**src/rtl/rira_pkg.sv**
```systemverilog
// Shared constants, types and a helper function of the running average block.
package rira_pkg;

  localparam int unsigned RiraMaxElements = 1024;

  localparam int unsigned IdxW  = 10;
  localparam int unsigned ValW  = 32;
  localparam int unsigned DimW  = 11;
  localparam int unsigned IvlW  = 16;
  localparam int unsigned CfgAw = 2;
  localparam int unsigned CfgDw = 16;
  localparam int unsigned MagW  = 48;
  localparam int unsigned DvsW  = 17;

  localparam logic [CfgAw-1:0] CfgDimInUse        = 2'd0;
  localparam logic [CfgAw-1:0] CfgRestartInterval = 2'd1;

  localparam logic [DimW-1:0] DimReset = 11'd1024;
  localparam logic [IvlW-1:0] IvlReset = 16'd16;

  typedef struct packed {
    logic            start;
    logic            neg;
    logic [MagW-1:0] mag;
    logic [DvsW-1:0] divisor;
  } rira_div_req_t;

  typedef struct packed {
    logic busy;
    logic done;
  } rira_div_sts_t;

  // reduce an element index modulo a constant depth by compare and subtract
  function automatic logic [IdxW-1:0] mod_index(logic [IdxW-1:0] x, int unsigned m);
    logic [IdxW:0] r;
    int unsigned   sh;
    r = {1'b0, x};
    for (int k = IdxW - 1; k >= 0; k--) begin
      sh = m << k;
      if (sh <= 1023) begin
        if (32'(r) >= sh) begin
          r = r - (IdxW + 1)'(sh);
        end
      end
    end
    return r[IdxW-1:0];
  endfunction

endpackage

```
**src/rtl/rira_div.sv**
```systemverilog
// Radix-2 restoring divider, 48-bit magnitude by 17-bit divisor, signed 32-bit quotient.
module rira_div import rira_pkg::*; (
  input  logic                   clk_i,
  input  logic                   rst_ni,
  input  rira_div_req_t          req_i,
  output rira_div_sts_t          sts_o,
  output logic signed [ValW-1:0] quot_o
);

  logic [DvsW-1:0] rem_q, rem_d;
  logic [ValW-1:0] sh_q, sh_d;
  logic [DvsW-1:0] dvs_q, dvs_d;
  logic            neg_q, neg_d;
  logic [4:0]      cnt_q, cnt_d;
  logic            busy_q, busy_d;
  logic            done_q, done_d;
  logic [DvsW:0]   trial;
  logic            ge;

  assign trial = {rem_q, sh_q[ValW-1]};
  assign ge    = trial >= {1'b0, dvs_q};

  always_comb begin
    rem_d  = rem_q;
    sh_d   = sh_q;
    dvs_d  = dvs_q;
    neg_d  = neg_q;
    cnt_d  = cnt_q;
    busy_d = busy_q;
    done_d = 1'b0;
    if (req_i.start) begin
      rem_d  = {1'b0, req_i.mag[MagW-1:ValW]};
      sh_d   = req_i.mag[ValW-1:0];
      dvs_d  = req_i.divisor;
      neg_d  = req_i.neg;
      cnt_d  = '0;
      busy_d = 1'b1;
    end else if (busy_q) begin
      rem_d = ge ? DvsW'(trial - {1'b0, dvs_q}) : trial[DvsW-1:0];
      sh_d  = {sh_q[ValW-2:0], ge};
      cnt_d = cnt_q + 5'd1;
      if (cnt_q == 5'd31) begin
        busy_d = 1'b0;
        done_d = 1'b1;
      end
    end
  end

  always_ff @(posedge clk_i or negedge rst_ni) begin
    if (!rst_ni) begin
      cnt_q  <= '0;
      busy_q <= 1'b0;
      done_q <= 1'b0;
    end else begin
      cnt_q  <= cnt_d;
      busy_q <= busy_d;
      done_q <= done_d;
    end
  end

  always_ff @(posedge clk_i) begin
    rem_q <= rem_d;
    sh_q  <= sh_d;
    dvs_q <= dvs_d;
    neg_q <= neg_d;
  end

  assign sts_o.busy = busy_q;
  assign sts_o.done = done_q;
  assign quot_o     = neg_q ? $signed(-sh_q) : $signed(sh_q);

endmodule

```
**config.mk**
```make
export PLATFORM = sky130hd
export DESIGN_NAME = rira_div
export DESIGN_NICKNAME = d
export VERILOG_FILES = /design/src/rtl/rira_pkg.sv /design/src/rtl/rira_div.sv
export SDC_FILE = /design/constraint.sdc
export NUM_CORES = 1
export LEC_CHECK = 0
export BUFFER_PORTS_ARGS = -buffer_cell sky130_fd_sc_hd__buf_2
export CORE_AREA = 2 2 100 174
export CTS_CLUSTER_DIAMETER = 150
export DETAILED_ROUTE_END_ITERATION = 7
export DIE_AREA = 0 0 102 176
export MAX_ROUTING_LAYER = met4
export SYNTH_ARGS = -nofsm -noshare
export SYNTH_HDL_FRONTEND = slang
export SYNTH_SLANG_ARGS = --single-unit
export TNS_END_PERCENT = 5
```
**constraint.sdc**
```tcl
create_clock -name clk_i -period 4.27 [get_ports clk_i]
set_input_delay 0.2135 -clock clk_i [delete_from_list [all_inputs] [get_ports clk_i]]
set_output_delay 0.2135 -clock clk_i [all_outputs]
set_load 0.05 [all_outputs]
```
==> results of run 1 <==
## final cells by class
type	count	area share, %
Timing Repair Buffer	106	9.42
Antenna cell	1	0.0432
Clock inverter	6	1.64
Multi-Input combinational cell	308	40.7
Tap cell	224	4.84
Sequential cell	74	37.6
Inverter	25	1.62
Clock buffer	10	4.13
## how the worst max path moves through the flow
stage / slack (ns) / to / cells past startpoint
final: 0.84 / rem_q[0]$_DFFE_PP_ / 11
after global routing: 0.64 / rem_q[14]$_DFFE_PP_ / 11
after CTS: 0.82 / rem_q[0]$_DFFE_PP_ / 11
after detailed placement: 0.83 / rem_q[0]$_DFFE_PP_ / 11
after global placement: 1.00 / rem_q[0]$_DFFE_PP_ / 11
after floorplan: 1.31 / rem_q[5]$_DFFE_PP_ / 12
## cells in the mapped netlist (8+ instances only)
library cell	instances	share of area, %
inv_1	25	2.0
xnor2_1	35	6.5
o31ai_1	10	1.6
edfxtp_1	66	42
nor2_1	16	1.3
mux2i_1	8	1.7
nor2b_1	9	1.2
o21ai_0	23	2.4
mux2_2	33	7.9
nand2_1	31	2.5
a21oi_1	17	1.8
nand2b_1	9	1.2
xor2_1	9	1.7
clkbuf_1	18	1.4
ha_1	20	5.3
## worst register-to-register path: stages, from the launching register on
cell and delay (ns):
edfxtp_1 0.42, inv_1 0.10, ha_1 0.18, inv_1 0.06, fa_1 0.40, a21o_1 0.22, a221o_1 0.39, o211ai_1 0.19
and3_1 0.53, buf_4 0.34, mux2i_1 0.11, mux2_2 0.26
## logic make-up after synthesis
| group | Yosys count | synth area share, % |
|---|---|---|
| buffers and inverters | 47 | 3.97 |
| adder cells (fa/ha/maj) | 21 | 5.72 |
| AO/OA/AOI/OAI | 96 | 14.3 |
| AND/OR/NAND/NOR | 106 | 12.2 |
| flip-flops | 74 | 46.1 |
| multiplexers | 41 | 9.56 |
| XOR/XNOR | 44 | 8.16 |
## where the power goes
part	switching (mW)	internal, mW
sequential	0.106	0.960
combinational	0.910	0.568
clock	0.317	0.535
## through the flow
step                worst slack, ns  power [mW]  area, sq um  instances
finish                        0.836        3.40         5790        754
global route                  0.636        3.61         5790        754
CTS                           0.821        3.42         5790        753
detailed placement            0.828        2.55         5450        736
global placement               1.00        2.52         5450        736
floorplan                      1.31        2.21         4720        429
## sequential cells by signal, indices dropped and copies added, names as in the netlist
register and count:
rem_q 17, neg_q 1, sh_q 32, done_q 1, cnt_q 5, dvs_q 17
busy_q 1
## timing repair
action / CTS / global route
buffers inserted: 0 / 0
endpoints found under the hold margin: 7 / 0
hold buffers: 1 / 0
## routing by layer
layer	share of wire [%]	GRT usage [%]
met2	54	25.0
met3	4.5	2.49
met1	39	13.1
met4	2.5	5.39
met5	0	-
==> summary.md, run 1 <==
| Metric | Value |
|---|---|
| Synth Cell Area | 4720 sq um |
| Worst EP arrival | 3.52 ns |
| Synth unique cells | 55 |
| R2r worst-path depth | 11 |
| Footprint of the multi-input gates | 2360 sq um |
| Status | finished, final reports clean |
| Starting Density | 28.7% |
| Max_cap viols | 0 |
| Clk sink count | 74 |
| Seq cells post-synth | 74 |
| Via count | 3,621 |
| Crit path from | sh_q[31]$_DFFE_PP_ |
| Total Wirelength | 11,600 um |
| Final TNS setup | 0 ns |
| Tmin final | 3.43 ns |
| CP dominant cell by count | inv_1 |
| Post-CTS sizing | 0 |
| Max Clk Rate | 291 MHz |
| Clock buffer depth | 2 |
| Most frequent cells in the layout | buf_2 (101), edfxtp_1 (66), xnor2_1 (35) |
| P&R area growth vs syn | 22.6% |
| VDD IR max | 0.207 mV |
| Initial antenna violation count | 1 |
| Sequential share of the synthesized area | 46.1% |
| RSZ-0062 raised after global routing | false |
| Total GRT Usage | 13.3% |
| Final ANT Viol Nets | 0 |
| DR WL/cell | 15.4 um |
| Most common cell after layout, fill and taps aside | buf_2 |
| Crit-path slowest cell | and3_1 |
| Residual DRC | 0 |
| I/O pins | 103 |
| Largest net degree at the start of global routing | 58 |
| Clk Latency, worst-skew pair | 0.34 ns |
| Hold Path End | neg_q$_DFFE_PP_ |
| FF-to-FF End | rem_q[0]$_DFFE_PP_ |
| Reg-to-Reg Start | sh_q[31]$_DFFE_PP_ |
| CTS tree | done |
| Fin util | 35.2% |
| Post-synth EDFFs | 66 |
| FF/Latch Area | 2180 sq um |
| Final slew viol count | 0 |
| Fraction of layout instances using a drive strength above 1 | 31.6% |
| Largest stage delay, worst path | 0.53 ns |
| Final hold slack | 0.0471 ns |
| Gr ovfl total | 0 |
| Worst hold start | req_i[65] |
| GP Congestion | 0.825 |
| Synthesized instance count | 429 |
| Pwr per Cell Area | 586 nW/um^2 |
| Final setup viols | 0 |
| Worst Path Max Fanout | 16 |
| Final net count | 614 |
| Synthesized Nets | 519 |
| Final Hold Fails | 0 |
| Die X | 102 um |
| R2r setup slk | 0.84 ns |
| Mean Syn Cell Area | 11.0 sq um |
| WP data required | 4.36 ns |
| Synth Warn # | 0 |
| Static Leak | 2.35 nW |
| Floorplan row count | 62 |
| Worst-margin pin slew | 1.04 ns |
| WP buf/inv | 3 |
| DR pass1 iterations | 4 |
| Clock Pin Slew Worst Setup and Hold Paths | 0.06 ns |
| First-pass GRT wire length | 18,300 um |
| TritonCTS buffer count | 9 |
| FILL cells | 1,687 |
| Kind of start point of the critical path | flip-flop |
| Crit. End Element | flip-flop |
| DRT iter0 DRCs | 200 |
| Most used DFF post-synth | edfxtp_1 |
| Delay-heaviest family, CP | compound AO/OA/AOI/OAI gates |
| Crit-path cells | inv_1, ha_1, inv_1, fa_1, a21o_1, a221o_1, o211ai_1, and3_1, buf_4, mux2i_1, mux2_2 |
| HPWL after DPL | 8920 um |
| Vias/cell | 4.80 |
| Post-synth ARST share | 9.46% |
| Vias in the first global route | 3,806 |
| Final period utilization | 80.4% |
| Die height | 176 um |
| Worst min path class | in -> reg |
| Hold depth | 1 |
| CTS Root Cell | clkbuf_16 |
| CTS H-tree lvls | 3 |
| Crit path kind | reg -> reg |
| Die ar. | 18,000 sq um |
| Core area | 16,400 sq um |
| Max_slew headroom | 30.3% |
| Setup Skew | 0.00741 ns |
| PortBufs | 102 |
No activity file was read; power rests on OpenSTA's default activity.
==> inputs of run 2 (changes only) <==
- ABC_AREA: not set -> 1
- CORE_AREA: 2 2 100 174 -> 2 2 106 184
- DIE_AREA: 0 0 102 176 -> 0 0 108 186
- clock period: 4.27 -> 3.5 ns (I/O delays scaled with it)
==> summary.md, run 2 <==
| Metric | Value |
|---|---|
| Post-CTS sizing | 0 (unchanged) |
| Sequential share of the synthesized area | 41.1% (-5.0 points) |
| Overall Power | 4.30 mW (+27%) |
| Final net count | 896 (+46%) |
| Largest registers | sh_q x32, dvs_q x17, rem_q x17 |
| Number of cells on the critical path | 11 (unchanged) |
| Tmin final | 2.96 ns |
| Synth top area cells | edfxtp_1 (37%), nand2_1 (15%), inv_1 (7.6%) |
| DR pass1 iterations | 4 (unchanged) |
| Synth unique cells | 34 (-38%) |
| Most common cell after layout, fill and taps aside | nand2_1 |
| Final period utilization | 84.5% |
| Max FFs per register | 32 (unchanged) |
| Delay-heaviest family, CP | simple AND/OR/NAND/NOR gates |
| Top post-synthesis cells by count | nand2_1 (214), inv_1 (107), edfxtp_1 (66) |
| Final ANT Viol Nets | 0 (unchanged) |
| Reg-to-Reg Start | rem_q[12]$_DFFE_PP_ |
| Top routing layer used | met4 |
| Vias/cell | 4.54 (-5.4%) |
| Count leader, synth | nand2_1 |
| Synthesized instance count | 697 (+62%) |
| Crit. End Element | primary output |
| TritonCTS buffer count | 9 (unchanged) |
| Crit-path cells | inv_1, ha_1, nand3_2, nor2_1, nand4_1, nor2_1, nand4_1, nand2_1, nand2_1, nand2_1, buf_2 |
| Die height | 186 um (+5.7%) |
| Floorplan row count | 66 (+6.5%) |
| Post-synth ARST share | 9.46% (unchanged) |
| XOR/XNOR share of the synthesized area | 5.78% (-2.4 points) |
| Worst min path class | in -> reg |
| CTS tree | done |
| CP dominant cell by count | nand2_1 |
| Most used DFF post-synth | edfxtp_1 |
| Clock Pin Slew Worst Setup and Hold Paths | 0.06 ns (about the same) |
| P&R area growth vs syn | 22.3% |
| Synth Warn # | 0 (unchanged) |
| Synth Cell Area | 5300 sq um (+12%) |
| Final slew viol count | 0 (unchanged) |
| Final TNS setup | 0 ns (unchanged) |
| HPWL after DPL | 11,300 um (+27%) |
| Post-synth top area share | 37.4% (-4.6 points) |
| CTS H-tree lvls | 3 (unchanged) |
| GP Congestion | 0.891 (+8.0%) |
| FILL cells | 2,003 (+19%) |
| Max_slew headroom | 23.2% (-7.2 points) |
| Met2 wire length | 8440 um (+35%) |
| Post-synthesis mux area share | 0% (-9.6 points) |
| Final setup viols | 0 (unchanged) |
| Final Hold Fails | 0 (unchanged) |
| FF-to-FF End | rem_q[15]$_DFFE_PP_ |
| Clock buffer depth | 2 (unchanged) |
| Worst EP arrival | 2.78 ns (-0.74 ns) |
| I/O pins | 103 (unchanged) |
| Setup crit end | quot_o[24] |
| Mean Syn Cell Area | 7.61 sq um (-31%) |
| Largest net degree at the start of global routing | 83 (+43%) |
| Gr ovfl total | 0 (unchanged) |
| Largest stage delay, worst path | 0.41 ns (-0.12 ns) |
| Crit path kind | reg -> out |
| Synth Area in Adders | 5.10% (-0.63 points) |
| Seq cells post-synth | 74 (unchanged) |
| Residual DRC | 0 (unchanged) |
| WP data required | 3.32 ns (-1.04 ns) |
| Compound-gate portion of the synthesized area | 6.02% (-8.2 points) |
| Core area | 18,600 sq um (+13%) |
| Crit-path slowest cell | edfxtp_1 |
| Clk sink count | 74 (unchanged) |
| Post-synth EDFFs | 66 (unchanged) |
| R2r worst-path depth | 12 (+1) |
| Most frequent cells in the layout | nand2_1 (214), inv_1 (106), buf_2 (101) |
| PortBufs | 102 (unchanged) |
| VDD IR max | 0.237 mV (+15%) |
| CTS hold repair buffers | 15 (+14) |
| DRT iter0 DRCs | 122 (-39%) |
| Starting Density | 28.5% (-0.18 points) |
| RSZ-0062 raised after global routing | false |
| Worst Path Max Fanout | 5 (-11) |
| Status | finished, final reports clean |
| Clk Latency, worst-skew pair | 0.35 ns (about the same) |
| Max Clk Rate | 338 MHz |
| Crit path from | sh_q[0]$_DFFE_PP_ |
| Met3 wire length | 593 um (+13%) |
| Die ar. | 20,100 sq um (+12%) |
| Synth Area in Simple Gates | 32.4% (+20 points) |
| Die X | 108 um (+5.9%) |
| Worst-margin pin slew | 1.15 ns (+0.106 ns) |
| DR WL/cell | 14.3 um (-7.0%) |
| Via count | 4,771 (+32%) |
| Total Wirelength | 15,000 um (+30%) |
| Kind of start point of the critical path | flip-flop |
| Total GRT Usage | 16.0% (+2.7 points) |
| Setup Skew | 0.00955 ns (+0.00214 ns) |
| WP buf/inv | 2 (-1) |
| First-pass GRT wire length | 24,000 um (+31%) |
| Biggest register | sh_q |
| R2r setup slk | 1.09 ns (+0.25 ns) |
| Largest family of logic cells by synthesized area | simple AND/OR/NAND/NOR gates |
| Static Leak | 3.19 nW (+36%) |
| Pwr per Cell Area | 663 nW/um^2 (+13%) |
| Initial antenna violation count | 1 (unchanged) |
| Vias in the first global route | 4,953 (+30%) |
| Met1 wire length | 5590 um (+24%) |
| CTS Root Cell | clkbuf_16 |
| Post-CTS Setup Inserts | 0 (unchanged) |
| Fraction of layout instances using a drive strength above 1 | 17.9% (-14 points) |
| Synth area leader | edfxtp_1 |
| Synthesized Nets | 787 (+52%) |
| Max_cap viols | 0 (unchanged) |
-- run 2: cell count changes after synthesis, sizes merged, moves of 13 or more --
| cell | delta |
|---|---|
| o21ai | +19 |
| xnor2 | -30 |
| mux2 | -33 |
| o31ai | -13 |
| nand3b | +16 |
| xor2 | +21 |
| inv | +82 |
| nor2 | +39 |
| nand2 | +197 |
| nand3 | +39 |
-- run 2: report_power, final --
part,internal [mW],switching [mW],leakage (nW)
Sequential,1.15,0.0910,0.797
Combinational,0.686,1.36,2.25
Clock,0.625,0.387,0.150
-- run 2: routing by layer --
| metal | GRT usage (%) | vias to the layer above |
|---|---|---|
| li1 | - | 2458 |
| met1 | 15.3 | 2177 |
| met4 | 6.51 | 0 |
| met3 | 3.01 | 24 |
| met5 | - | - |
| met2 | 30.9 | 112 |
-- run 2: cells by family (layout without fill, tap and decap cells) --
| logic type | count (synthesis) | count (layout) |
|---|---|---|
| compound gates | 62 | 62 |
| simple gates | 377 | 377 |
| flops | 74 | 74 |
| fa+ha+maj | 21 | 21 |
| xor+xnor | 35 | 35 |
| other cells | 0 | 1 |
| buf+inv | 128 | 242 |
-- run 2: per-stage QoR --
| stage | cells | hold slack [ns] | utilization [%] | area (sq um) | setup WS [ns] |
|---|---|---|---|---|---|
| 6_report | 1050 | 0.0110 | 34.9 | 6480 | 0.544 |
| 5_1_grt | 1050 | 0.000961 | 34.9 | 6480 | 0.281 |
| 4_1_cts | 1049 | 0.00459 | 34.9 | 6480 | 0.484 |
| 3_5_place_dp | 1018 | 0.0194 | 32.4 | 6020 | 0.891 |
| 3_3_place_gp | 1018 | 0.0180 | 32.4 | 6020 | 0.875 |
| 2_1_floorplan | 697 | -0.121 | - | 5300 | 1.00 |
-- run 2: area by class of cell --
class                   instances  area [sq um]  area share (%)
multi-input cells             495          2610            40.3
clock inverters                 5          81.3            1.25
clock buffers                  11           233            3.59
well taps                     238           298            4.59
repair buffers                119           678            10.5
inverters                     107           402            6.20
diodes                          1          2.50          0.0386
flip-flops and latches         74          2180            33.6
-- run 2: how the worst min path moves through the flow --
stage / depth (start not counted) / from / slack (ns) / endpoint
2_1_floorplan: 0 / rst_ni / -0.12 / busy_q$_DFF_PN0_
3_3_place_gp: 1 / rst_ni / 0.02 / cnt_q[2]$_DFFE_PN0P_
3_5_place_dp: 1 / rst_ni / 0.02 / cnt_q[2]$_DFFE_PN0P_
4_1_cts: 1 / req_i[14] / 0.005 / dvs_q[14]$_DFFE_PP_
5_1_grt: 1 / req_i[4] / 0.001 / dvs_q[4]$_DFFE_PP_
6_report: 1 / req_i[4] / 0.01 / dvs_q[4]$_DFFE_PP_
==> inputs of run 3 (changes only) <==
- clock period: 3.5 -> 2.53 ns (I/O delays scaled with it)
==> summary.md, run 3 (synthesized netlist as in run 2, its figures left out) <==
| Metric | Value |
|---|---|
| Crit path kind | reg -> out |
| DR WL/cell | 14.6 um (+2.1%) |
| Final net count | 909 (+1.5%) |
| Die ar. | 20,100 sq um (unchanged) |
| Final setup viols | 0 (unchanged) |
| Core area | 18,600 sq um (unchanged) |
| VDD IR max | 0.306 mV (+29%) |
| Fin util | 36.1% (+1.2 points) |
| Reg-to-Reg Start | sh_q[31]$_DFFE_PP_ |
| Residual DRC | 0 (unchanged) |
| CTS Root Cell | clkbuf_16 |
| Tmin final | 2.39 ns |
| Crit path from | sh_q[2]$_DFFE_PP_ |
| DR pass1 iterations | 6 (+2) |
| RSZ-0062 raised after global routing | true |
| Max_slew headroom | 63.6% (+40 points) |
| TritonCTS buffer count | 9 (unchanged) |
| HPWL after DPL | 12,000 um (+6.0%) |
| Worst EP arrival | 2.26 ns (-0.52 ns) |
| Vias/cell | 4.52 (-0.63%) |
| Static Leak | 3.28 nW (+2.8%) |
| Crit-path cells | inv_1, nand3_1, nor2_2, nand2_1, inv_1, nand4_1, nand2_1, xor2_1, buf_2 |
| Worst hold start | req_i[59] |
| GP Congestion | 0.898 (+0.85%) |
| DRT iter0 DRCs | 167 (+37%) |
| Largest registers | sh_q x32, dvs_q x17, rem_q x17 |
| Most common cell after layout, fill and taps aside | nand2_1 |
| Kind of start point of the critical path | flip-flop |
| Fraction of layout instances using a drive strength above 1 | 19.9% (+2.0 points) |
| Ant. Diodes | 0 (-1) |
| Starting Density | 28.5% (unchanged) |
| Max FFs per register | 32 (unchanged) |
| Largest net degree at the start of global routing | 74 (-11%) |
| Worst min path class | in -> reg |
| CTS tree | done |
| Worst-margin pin slew | 0.545 ns (-0.606 ns) |
| CTS H-tree lvls | 3 (unchanged) |
| Final ANT Viol Nets | 0 (unchanged) |
| Crit. End Element | primary output |
| Die height | 186 um (unchanged) |
| Final slew viol count | 0 (unchanged) |
| Pwr per Cell Area | 925 nW/um^2 (+39%) |
| Via count | 4,795 (+0.50%) |
| Clk sink count | 74 (unchanged) |
| Largest stage delay, worst path | 0.36 ns (-0.05 ns) |
| Vias in the first global route | 4,905 (-0.97%) |
| Max_cap viols | 0 (unchanged) |
| Clock Pin Slew Worst Setup and Hold Paths | 0.07 ns (about the same) |
| Total Wirelength | 15,500 um (+3.2%) |
| Total GRT Usage | 16.5% (+0.46 points) |
| Gr ovfl total | 0 (unchanged) |
| Worst Path Max Fanout | 6 (+1) |
| Final Hold Fails | 0 (unchanged) |
| First-pass GRT wire length | 24,700 um (+2.7%) |
| Most frequent cells in the layout | nand2_1 (214), inv_1 (104), buf_2 (96) |
| Clk Latency, worst-skew pair | 0.35 ns (about the same) |
| WP data required | 2.40 ns (-0.92 ns) |
| Final period utilization | 94.4% |
| I/O pins | 103 (unchanged) |
| Status | finished, final reports clean |
| Floorplan row count | 66 (unchanged) |
| Clock buffer depth | 2 (unchanged) |
| PortBufs | 102 (unchanged) |
| Die X | 108 um (unchanged) |
| Crit-path slowest cell | edfxtp_1 |
| Max Clk Rate | 419 MHz |
| P&R area growth vs syn | 26.4% |
| Final TNS setup | 0 ns (unchanged) |
| Initial antenna violation count | 0 (-1) |
| Biggest register | sh_q |
| Setup Skew | 0.00885 ns (-0.000708 ns) |
==> run 3: changes by cell type in the layout (fill, tap and decap cells not counted), moves of 2 or more <==
cell	before	now
buf_4	3	12
nor2_1	52	46
buf_2	101	96
nor2_2	2	7
dlygate4sd3_1	15	19
buf_12	0	2
clkbuf_4	0	2
inv_1	106	104
inv_2	1	3
==> run 3: cell type report <==
class                      count  area [sq um]
clock buffer                  11           243
clock inverter                 5           103
fill                        1997         11900
inverter                     107           402
tap                          238           298
sequential                    74          2180
timing repair buffer         132           827
multi-input combinational    495          2650
==> run 3: worst max-delay path: cells and delay by family, from the launching register on <==
| family | cells | cell delay (ns) |
|---|---|---|
| buffers and inverters | 3 | 0.61 |
| AND/OR/NAND/NOR | 5 | 0.74 |
| flip-flops | 1 | 0.36 |
| XOR/XNOR | 1 | 0.19 |
==> run 3: where the power goes <==
group | total, mW | switching [mW] | leakage (nW) | internal, mW
logic | 2.95 | 1.92 | 2.32 | 1.03
clock network | 1.53 | 0.539 | 0.166 | 0.990
registers | 1.72 | 0.130 | 0.797 | 1.59
total | 6.20 | 2.59 | 3.28 | 3.61
==> run 3: what timing repair did <==
item	CTS	global route
pin swaps	2	3
hold buffers	19	0
gates cloned	0	0
hold endpoints to repair	25	0
resized for setup	7	12
setup endpoints to repair	4	8
buffers inserted	0	2
==> run 3: final timing paths <==
path	slack (ns)	cells after the start	end
worst max-delay path	0.14	9	quot_o[23]
worst min-delay path	0.05	3	rem_q[10]$_DFFE_PP_
worst max register to register	0.25	11	rem_q[14]$_DFFE_PP_
worst min register to register	0.50	2	rem_q[16]$_SDFFE_PP0P_
max in group asynchronous	2.21	2	busy_q$_DFF_PN0_
min in group asynchronous	0.15	2	cnt_q[0]$_DFFE_PN0P_
==> run 3: through the flow <==
| step | hold WS [ns] | setup WS (ns) | area, sq um | cells | power [mW] |
|---|---|---|---|---|---|
| floorplan | -0.169 | 0.0825 | 5300 | 697 | 3.97 |
| global placement | -0.0285 | 0.192 | 6090 | 1025 | 4.62 |
| detailed placement | -0.0279 | 0.177 | 6090 | 1025 | 4.64 |
| CTS | 0.0456 | 0.0166 | 6660 | 1060 | 6.23 |
| global route | 0.0596 | 0.00388 | 6700 | 1062 | 6.66 |
| finish | 0.0541 | 0.143 | 6700 | 1062 | 6.20 |
==> run 3: per-layer routing <==
| layer | vias up | track usage, % | share of wire (%) |
|---|---|---|---|
| met1 | 2186 | 16.5 | 37 |
| met2 | 104 | 31.8 | 57 |
| li1 | 2481 | - | - |
| met4 | 0 | 5.38 | 2.3 |
| met5 | - | - | 0 |
| met3 | 24 | 2.77 | 3.4 |
